===== src/rtl/det_pkg.sv =====
package det_pkg;

    // Field widths
    localparam int COORD_W    = 16;
    localparam int COST_W     = 19;
    localparam int SLOT_W     = 4;
    localparam int RAND_W     = 16;
    localparam int RATE_W     = 17;
    localparam int SCALE_W    = 18;
    localparam int STATUS_W   = 2;
    localparam int CFG_IDX_W  = 3;
    localparam int CFG_DATA_W = 18;
    localparam int IN_DATA_W  = 80;
    localparam int OUT_DATA_W = 80;

    // Multiplier operand and product widths
    localparam int MUL_A_W = 32;
    localparam int MUL_B_W = 19;
    localparam int PROD_W  = MUL_A_W + MUL_B_W;
    localparam int DIFF_W  = COORD_W + 1;
    localparam int MUTP_W  = DIFF_W + MUL_B_W;
    localparam int CUBE_W  = 3 * COORD_W - 1;
    localparam int SUM_W   = CUBE_W + 1;
    localparam int WORD_W  = 2 * COORD_W + COST_W;

    // Population size default and cost limits
    localparam int POP_SIZE_DEF = 16;
    localparam int COST_MAX     = 221184;

    // Register reset values
    localparam int RATE_RESET     = 58982;
    localparam int SCALE_RESET    = 32768;
    localparam int BOUND_LO_RESET = -12288;
    localparam int BOUND_HI_RESET = 12288;

    // Configuration register indexes
    localparam logic [CFG_IDX_W-1:0] CFG_RATE    = 3'd0;
    localparam logic [CFG_IDX_W-1:0] CFG_SCALE   = 3'd1;
    localparam logic [CFG_IDX_W-1:0] CFG_LOWER_X = 3'd2;
    localparam logic [CFG_IDX_W-1:0] CFG_UPPER_X = 3'd3;
    localparam logic [CFG_IDX_W-1:0] CFG_LOWER_Y = 3'd4;
    localparam logic [CFG_IDX_W-1:0] CFG_UPPER_Y = 3'd5;

    // Operation codes of the request
    localparam logic FUNC_LOAD  = 1'b0;
    localparam logic FUNC_TRIAL = 1'b1;

    typedef enum logic [STATUS_W-1:0] {
        ST_LOADED   = 2'd0,
        ST_REPLACED = 2'd1,
        ST_KEPT     = 2'd2,
        ST_REJECTED = 2'd3
    } status_t;

    typedef enum logic [1:0] {
        RD_TGT,
        RD_BASE,
        RD_PLUS,
        RD_MINUS
    } rd_sel_t;

    typedef enum logic [2:0] {
        LOP_NONE,
        LOP_LOAD,
        LOP_MUT,
        LOP_CLAMP,
        LOP_SQR,
        LOP_CUB
    } lane_op_t;

    typedef struct packed {
        logic     cap_own;
        logic     cap_base;
        logic     cap_plus;
        logic     cap_minus;
        lane_op_t op;
    } lane_cmd_t;

    typedef struct packed {
        logic     cap_item;
        logic     rd_en;
        rd_sel_t  rd_sel;
        logic     cap_own;
        logic     cap_base;
        logic     cap_plus;
        logic     cap_minus;
        lane_op_t lane_op;
        logic     cost_en;
        logic     decide;
        logic     reject;
        logic     out_load;
    } dp_cmd_t;

    typedef struct packed {
        logic is_load;
        logic idx_ok;
    } dp_stat_t;

endpackage


===== src/rtl/det_ctrl.sv =====
module det_ctrl (
    input  logic              aclk,
    input  logic              aresetn,
    input  logic              s_tvalid,
    output logic              s_tready,
    output logic              m_tvalid,
    input  logic              m_tready,
    input  det_pkg::dp_stat_t stat,
    output det_pkg::dp_cmd_t  cmd
);

    typedef enum logic [3:0] {
        S_IDLE,
        S_CHECK,
        S_RD_B,
        S_RD_P,
        S_RD_Q,
        S_CAP_Q,
        S_MUT,
        S_CLAMP,
        S_LOAD,
        S_SQR,
        S_CUB,
        S_COST,
        S_DECIDE,
        S_REJECT,
        S_FINISH
    } state_t;

    state_t state_reg;
    state_t state_next;
    logic   m_tvalid_reg;
    logic   out_free;

    // The result register can take a new result when empty or being drained.
    assign out_free = !m_tvalid_reg || m_tready;

    // Command decode and next state.
    always_comb begin
        cmd        = '0;
        cmd.rd_sel = det_pkg::RD_TGT;
        cmd.lane_op = det_pkg::LOP_NONE;
        state_next = state_reg;
        unique case (state_reg)
            S_IDLE: begin
                if (s_tvalid) begin
                    cmd.cap_item = 1'b1;
                    state_next   = S_CHECK;
                end
            end
            S_CHECK: begin
                priority if (!stat.idx_ok) begin
                    state_next = S_REJECT;
                end else if (stat.is_load) begin
                    state_next = S_LOAD;
                end else begin
                    cmd.rd_en  = 1'b1;
                    cmd.rd_sel = det_pkg::RD_TGT;
                    state_next = S_RD_B;
                end
            end
            S_RD_B: begin
                cmd.rd_en   = 1'b1;
                cmd.rd_sel  = det_pkg::RD_BASE;
                cmd.cap_own = 1'b1;
                state_next  = S_RD_P;
            end
            S_RD_P: begin
                cmd.rd_en    = 1'b1;
                cmd.rd_sel   = det_pkg::RD_PLUS;
                cmd.cap_base = 1'b1;
                state_next   = S_RD_Q;
            end
            S_RD_Q: begin
                cmd.rd_en    = 1'b1;
                cmd.rd_sel   = det_pkg::RD_MINUS;
                cmd.cap_plus = 1'b1;
                state_next   = S_CAP_Q;
            end
            S_CAP_Q: begin
                cmd.cap_minus = 1'b1;
                state_next    = S_MUT;
            end
            S_MUT: begin
                cmd.lane_op = det_pkg::LOP_MUT;
                state_next  = S_CLAMP;
            end
            S_CLAMP: begin
                cmd.lane_op = det_pkg::LOP_CLAMP;
                state_next  = S_SQR;
            end
            S_LOAD: begin
                cmd.lane_op = det_pkg::LOP_LOAD;
                state_next  = S_SQR;
            end
            S_SQR: begin
                cmd.lane_op = det_pkg::LOP_SQR;
                state_next  = S_CUB;
            end
            S_CUB: begin
                cmd.lane_op = det_pkg::LOP_CUB;
                state_next  = S_COST;
            end
            S_COST: begin
                cmd.cost_en = 1'b1;
                state_next  = S_DECIDE;
            end
            S_DECIDE: begin
                cmd.decide = 1'b1;
                state_next = S_FINISH;
            end
            S_REJECT: begin
                cmd.reject = 1'b1;
                state_next = S_FINISH;
            end
            S_FINISH: begin
                if (out_free) begin
                    cmd.out_load = 1'b1;
                    state_next   = S_IDLE;
                end
            end
            default: begin
                state_next = S_IDLE;
            end
        endcase
    end

    // State and result valid flag.
    always_ff @(posedge aclk) begin
        if (!aresetn) begin
            state_reg    <= S_IDLE;
            m_tvalid_reg <= 1'b0;
        end else begin
            state_reg <= state_next;
            if (cmd.out_load) begin
                m_tvalid_reg <= 1'b1;
            end else if (m_tready) begin
                m_tvalid_reg <= 1'b0;
            end
        end
    end

    assign s_tready = (state_reg == S_IDLE);
    assign m_tvalid = m_tvalid_reg;

endmodule


===== config.mk =====
export PLATFORM = sky130hd
export DESIGN_NAME = det_ctrl
export DESIGN_NICKNAME = d
export VERILOG_FILES = /design/src/rtl/det_pkg.sv /design/src/rtl/det_ctrl.sv
export SDC_FILE = /design/constraint.sdc
export NUM_CORES = 1
export LEC_CHECK = 0
export BUFFER_PORTS_ARGS = -buffer_cell sky130_fd_sc_hd__buf_2
export CAP_MARGIN = 30
export CORE_AREA = 2 2 39 41
export DETAILED_ROUTE_END_ITERATION = 8
export DIE_AREA = 0 0 41 43
export GPL_ROUTABILITY_DRIVEN = 0
export PLACE_DENSITY = 0.67
export SYNTH_ARGS = -nofsm -noshare
export SYNTH_HDL_FRONTEND = slang
export SYNTH_SLANG_ARGS = --single-unit

===== constraint.sdc =====
create_clock -name aclk -period 1.52 [get_ports aclk]
set_input_delay 0.152 -clock aclk [delete_from_list [all_inputs] [get_ports aclk]]
set_output_delay 0.152 -clock aclk [all_outputs]
set_load 0.03 [all_outputs]

==> results of run 1 <==
==> synth_stat cells, drive strengths merged <==
| library cell | number |
|---|---|
| a211oi | 3 |
| a21boi | 2 |
| a21oi | 5 |
| and2 | 3 |
| buf | 6 |
| dfxtp | 5 |
| inv | 1 |
| mux2 | 1 |
| nand2 | 3 |
| nand2b | 6 |
| nand4 | 1 |
| nor2 | 12 |
| nor2b | 2 |
| nor3 | 2 |
| nor3b | 2 |
| nor4 | 1 |
| o21ai | 4 |
| o21bai | 1 |
| o221ai | 1 |
| o22ai | 1 |
| o2bb2ai | 1 |
| or2 | 1 |
| or3 | 1 |
| xnor2 | 1 |
==> cell families (layout without fill, tap and decap cells) <==
family	after synthesis	count (layout)	share of synthesized area (%)
AND/OR/NAND/NOR	34	34	39.8
XOR/XNOR	1	1	1.75
flip-flops	5	5	20.1
buffers and inverters	7	39	11.0
multiplexers	1	1	2.26
AO/OA/AOI/OAI	18	18	25.1
==> layout make-up <==
class | instances | area (um2)
Sequential cell | 5 | 115
Multi-Input combinational cell | 54 | 382
Fill cell | 129 | 606
Timing Repair Buffer | 34 | 231
Clock buffer | 4 | 26.3
Tap cell | 16 | 20.0
Inverter | 1 | 3.75
==> timing repair <==
item | CTS | global route
setup buffers | 2 | 3
gates resized for setup | 14 | 12
endpoints found under the setup margin | 9 | 5
pin swaps | 2 | 3
==> metrics by stage <==
stage	power (mW)	instances
5_1_grt	1.17	114
3_3_place_gp	0.786	105
2_1_floorplan	0.668	66
3_5_place_dp	0.792	105
6_report	1.09	114
4_1_cts	1.03	111
==> placed cells by master (no fill, tap or decap), types with 2 or more instances in the layout <==
master    synthesis  layout
nor3_1            2       2
buf_4             1      11
and2_1            2       2
nand2b_4          1       2
buf_6             3       3
o21ai_2           0       2
clkbuf_4          0       5
o21ai_0           3       2
buf_2             2      17
nor2b_1           2       2
nand2b_1          5       4
a211oi_2          1       2
a21oi_1           5       5
dfxtp_4           0       4
nor2_1           12      12
nor3b_2           0       2
nand2_1           3       3
==> routing by layer <==
layer	GRT usage (%)	vias up	share of wire (%)
li1	-	292	-
met4	8.00	0	1.1
met5	0	-	0
met3	3.14	3	4.5
met1	16.8	255	43
met2	24.7	17	52
==> how the worst max path moves through the flow <==
stage | to | depth (start not counted) | from | slack, ns
after floorplan | cmd[13] | 4 | state_reg[2] | 0.02
after global routing | cmd[0] | 4 | state_reg[0] | -0.02
after detailed placement | cmd[0] | 4 | state_reg[3] | 0.15
after global placement | cmd[14] | 4 | state_reg[2] | 0.16
final | cmd[14] | 4 | state_reg[1] | 0.02
after CTS | cmd[14] | 4 | state_reg[2] | 0.004
==> report_power, final <==
group	leakage, nW	internal, mW	switching, mW	total, mW
sequential	0.0437	0.167	0.0546	0.221
combinational	0.290	0.334	0.377	0.712
clock	0.0150	0.0996	0.0608	0.160
==> critical path, delay by kind of cell (launching register included) <==
family	cells	cell delay (ns)
buffers and inverters	2	0.26
flip-flops	1	0.36
AND/OR/NAND/NOR	2	0.49
==> impl_results.md, run 1 <==
* Initial antenna violation count at 0
* First-pass GRT wire length at 1.79 mm
* Vias/cell at a little under 5
* Synthesis-to-layout area growth at 55.9%
* CP max-delay cell: dfxtp_4
* Clock transition at the registers of the reported paths at 0.05 ns
* Final instance area at 778 um2
* Dpl cell area at between 600 and 700 um2
* Syn Std Cell Area at 499 um2
* HPWL after DPL at slightly above 900 um
* Vias in the first global route at 447
* Yosys warning total at 0
* GRT overflow at 0
* Worst Hold Margin at 0.173 ns
* Input/output buffers at 22
* First-pass DRT Iterations at 2
* Reg2Reg Depth at 7
* Status: finished, final reports clean
* Initial Util at between 30% and 40%
* Synth top area cells: dfxtp_1, nor2_1, buf_6
* Placement Setup Slack at 0.150 ns
* Slowest cell delay on critical path at between 0.3 and 0.4 ns
* Share of cells above drive strength 1 at between 50 and 60%
* Crit path max fanout at 8
* H-tree Lvls at 1
* Fin Clk Skew at 0.00276 ns
* Kind of critical path: reg -> out
* IO Pins at 23
* Worst Hold Endpoint: state_reg[3]
* Min-delay worst type: in -> reg
* Reg2reg start: state_reg[1]
* Worst path required time at about 1.4 ns
* Crit end category: output pin
* Max Slew Vio Count at 0
* CP Data Arrival Time at around 1.4 ns
* Num CTS Buffers at 3
* Post-synth cell types at 31
* F_max at 666 MHz
* Routed Antenna Nets at 0
* Endpoints failing hold at 0
* Post-Syn Nets at roughly 70
* Largest area contributor in the netlist: dfxtp_1
* Pwr Density at around 1400 nW/um2
* Max-cap violations at 0
* Least-Margin Pin Slew at approximately 0.26 ns
* Largest net degree at the start of global routing at 12
* # rows at 14
* Routed len/inst at ~11 um
* Min cycle time layout at around 1.5 ns
* CP Cell Sequence: buf_8, nor4_4, and2_4, buf_6
* Seq cells post-synth at 5
* Element type at the critical path start: flip-flop
* Die area at 1760 um2
* Hold_sp: aresetn
* Clock root cell: clkbuf_4
* Worst relative slew slack at 82.6%
* Clk_lat worst skew at around 0.25 ns
* # clock sinks at 5
* R2R Path End: state_reg[0]
* Cells after synthesis at between 60 and 70
* Sequential area share after synthesis at about a fifth
* Largest register FFs at 4
* DR iter-0 viols at 7
* CTS tree: yes
* Via count at approximately 570
* Drt drc at 0
* Die H at about 43 um
* Layout Nets at 105
* Hold Crit Depth at 2
* Die X at between 40 and 50 um
* # setup viols final at 0
* Max IR drop VDD at 0.000499 V
* Tcrit/Tclk final at around 99%
* Gr usage total at 15.0%
* Cts hold-fix bufs at 0
* Core area at around 1400 um2
* RSZ-0062 raised after global routing: true
* Setup tns final at 0 ns
* Setup ws final at 0.0180 ns
* Synthesized area per cell at between 7 and 8 um2
* Reg2reg setup slack at approximately 0.03 ns
* ANT cells at 0
* Final core occ at a little under three fifths
* DRT Wirelength at between 1 and 1.5 mm
* Leak at 0.348 nW
* Yosys top cell area share at 20.1%
* Clock buffer depth at 2
Power figures use the tool's default switching activity.
==> run 2, diff against run 1 <==
--- a/config.mk
+++ b/config.mk
@@ -12,6 +12,7 @@
 export DIE_AREA = 0 0 41 43
 export GPL_ROUTABILITY_DRIVEN = 0
 export PLACE_DENSITY = 0.67
+export SETUP_SLACK_MARGIN = 0.4
 export SYNTH_ARGS = -nofsm -noshare
 export SYNTH_HDL_FRONTEND = slang
 export SYNTH_SLANG_ARGS = --single-unit
==> impl_results.md, run 2 (same netlist as run 1, synthesis figures left out) <==
* Clk_lat worst skew at 0.25 ns
* DR iter-0 viols at 16
* Commonest cells after routing, fill and taps aside: buf_6, buf_4, nor2_4, buf_2, nor2_1
* Leak at just under 0.5 nW
* Failing checks: negative setup slack
* Routed len/inst at about 16 um
* Clock root cell: clkbuf_4
* Pwr Density at ~1300 nW/um2
* Cts hold-fix bufs at 0
* Vias in the first global route at 653
* Die H at between 40 and 50 um
* Max-cap violations at 0
* Vias/cell at roughly 5.3
* First-pass GRT wire length at about 2.8 mm
* Reg2Reg Depth at 7
* Tcrit/Tclk final at 101%
* CP Data Arrival Time at between 1 and 1.5 ns
* Slowest cell delay on critical path at between 0.3 and 0.4 ns
* CTS tree: yes
* Min-delay worst type: in -> reg
* CP Cell Sequence: buf_6, nor4_4, and2_4, buf_6
* Initial antenna violation count at 0
* Worst relative slew slack at between 80% and 90%
* Largest net degree at the start of global routing at 9
* # setup viols final at 1
* GRT overflow at 0
* RSZ-0062 raised after global routing: true
* CP max-delay cell: dfxtp_4
* Share of cells above drive strength 1 at around 80%
* Hold_sp: aresetn
* Reg2reg setup slack at about 0.16 ns
* R2R Path End: state_reg[0]
* Fin Clk Skew at between 0.002 and 0.003 ns
* First-pass DRT Iterations at 4
* CP most frequent cell: buf_6
* Crit end category: output pin
* ANT cells at 0
* Worst Hold Margin at 0.169 ns
* Gr usage total at between 20% and 30%
* Initial Util at 36.1%
* Via count at a little under 700
* Num CTS Buffers at 3
* IO Pins at 23
* # rows at 14
* Status: finished with violations
* Die area at about 1800 um2
* Largest register FFs at 4
* Clock buffer depth at 2
* Least-Margin Pin Slew at roughly 0.29 ns
* Setup ws final at -0.00831 ns
* # clock sinks at 5
* Endpoints failing hold at 0
* Input/output buffers at 22
* HPWL after DPL at about 1.1 mm
* Kind of critical path: reg -> out
* Routed Antenna Nets at 0
* Core area at 1380 um2
* Layout Nets at roughly 120
* Synthesis-to-layout area growth at 135%
* Most common cell after layout, fill and taps aside: buf_6
* Drt drc at 0
* Power Total at 1.51 mW
* Worst Hold Endpoint: state_reg[2]
* DRT Wirelength at 2.06 mm
* Max Slew Vio Count at 0
* F_max at 654 MHz
* Die X at 41 um
* Element type at the critical path start: flip-flop
* Crit path max fanout at 7
* Min cycle time layout at 1.53 ns
* H-tree Lvls at 1
* Max IR drop VDD at 0.000860 V
* Reg2reg start: state_reg[2]
* Hold Crit Depth at 3
* Clock transition at the registers of the reported paths at 0.04 ns
* Worst path required time at around 1.4 ns
* Fillers at 79
==> run 2: changes by cell type in the layout (fill, tap and decap cells not counted), moves of 3 or more <==
| cell | before | now |
|---|---|---|
| a21oi_2 | 0 | 3 |
| nor2_4 | 0 | 7 |
| buf_6 | 3 | 25 |
| buf_2 | 17 | 6 |
| a21oi_1 | 5 | 2 |
| nor2_1 | 12 | 5 |
==> run 2: report_power, final <==
| part | switching, mW | internal [mW] | leakage [nW] |
|---|---|---|---|
| registers | 0.0639 | 0.167 | 0.0437 |
| logic | 0.558 | 0.565 | 0.432 |
| clock network | 0.0602 | 0.0996 | 0.0150 |
==> run 2: critical path: cells and delay by family, from the launching register on <==
kind	cells	cell delay, ns
buf+inv	2	0.25
simple gates	2	0.48
flops	1	0.39
==> run 2: metal layers <==
metal / part of all wire [%] / up-vias / track usage, %
met4: 2.9 / 0 / 10.7
met5: 0 / - / 0
met2: 58 / 34 / 43.4
li1: - / 317 / -
met1: 35 / 315 / 22.8
met3: 4.4 / 9 / 3.14
==> run 2: per-stage QoR <==
step | util (%) | instances | area [um2] | setup WS [ns] | setup TNS [ns]
3_5_place_dp | 55.3 | 109 | 766 | 0.122 | 0
2_1_floorplan | - | 66 | 611 | 0.0977 | 0
6_report | 84.9 | 127 | 1170 | -0.00831 | -0.00831
4_1_cts | 74.5 | 120 | 1030 | 0.00683 | 0
3_3_place_gp | 55.3 | 109 | 766 | 0.132 | 0
5_1_grt | 84.9 | 127 | 1170 | -0.0609 | -0.0866
==> run 2: final cells by class <==
| cell class | instances | area, um2 | area share, % |
|---|---|---|---|
| multi-input combinational | 54 | 546 | 46.4 |
| tap | 16 | 20.0 | 1.70 |
| clock buffer | 4 | 26.3 | 2.24 |
| sequential | 5 | 115 | 9.80 |
| timing repair buffer | 47 | 464 | 39.5 |
| inverter | 1 | 3.75 | 0.319 |
==> run 2: how the worst max path moves through the flow <==
stage	startpoint	end	slack [ns]	depth (start not counted)
6_report	state_reg[2]	cmd[14]	-0.008	4
5_1_grt	state_reg[0]	cmd[14]	-0.06	4
4_1_cts	state_reg[1]	cmd[13]	0.007	4
3_5_place_dp	state_reg[0]	cmd[14]	0.12	4
3_3_place_gp	state_reg[0]	cmd[14]	0.13	4
2_1_floorplan	state_reg[0]	cmd[14]	0.1	3
==> run 2: repair_timing <==
action / CTS / global route
endpoints found under the hold margin: 0 / 0
pin swaps: 7 / 14
cloned: 0 / 0
endpoints found under the setup margin: 20 / 21
gates resized for setup: 57 / 21
buffers inserted: 7 / 7
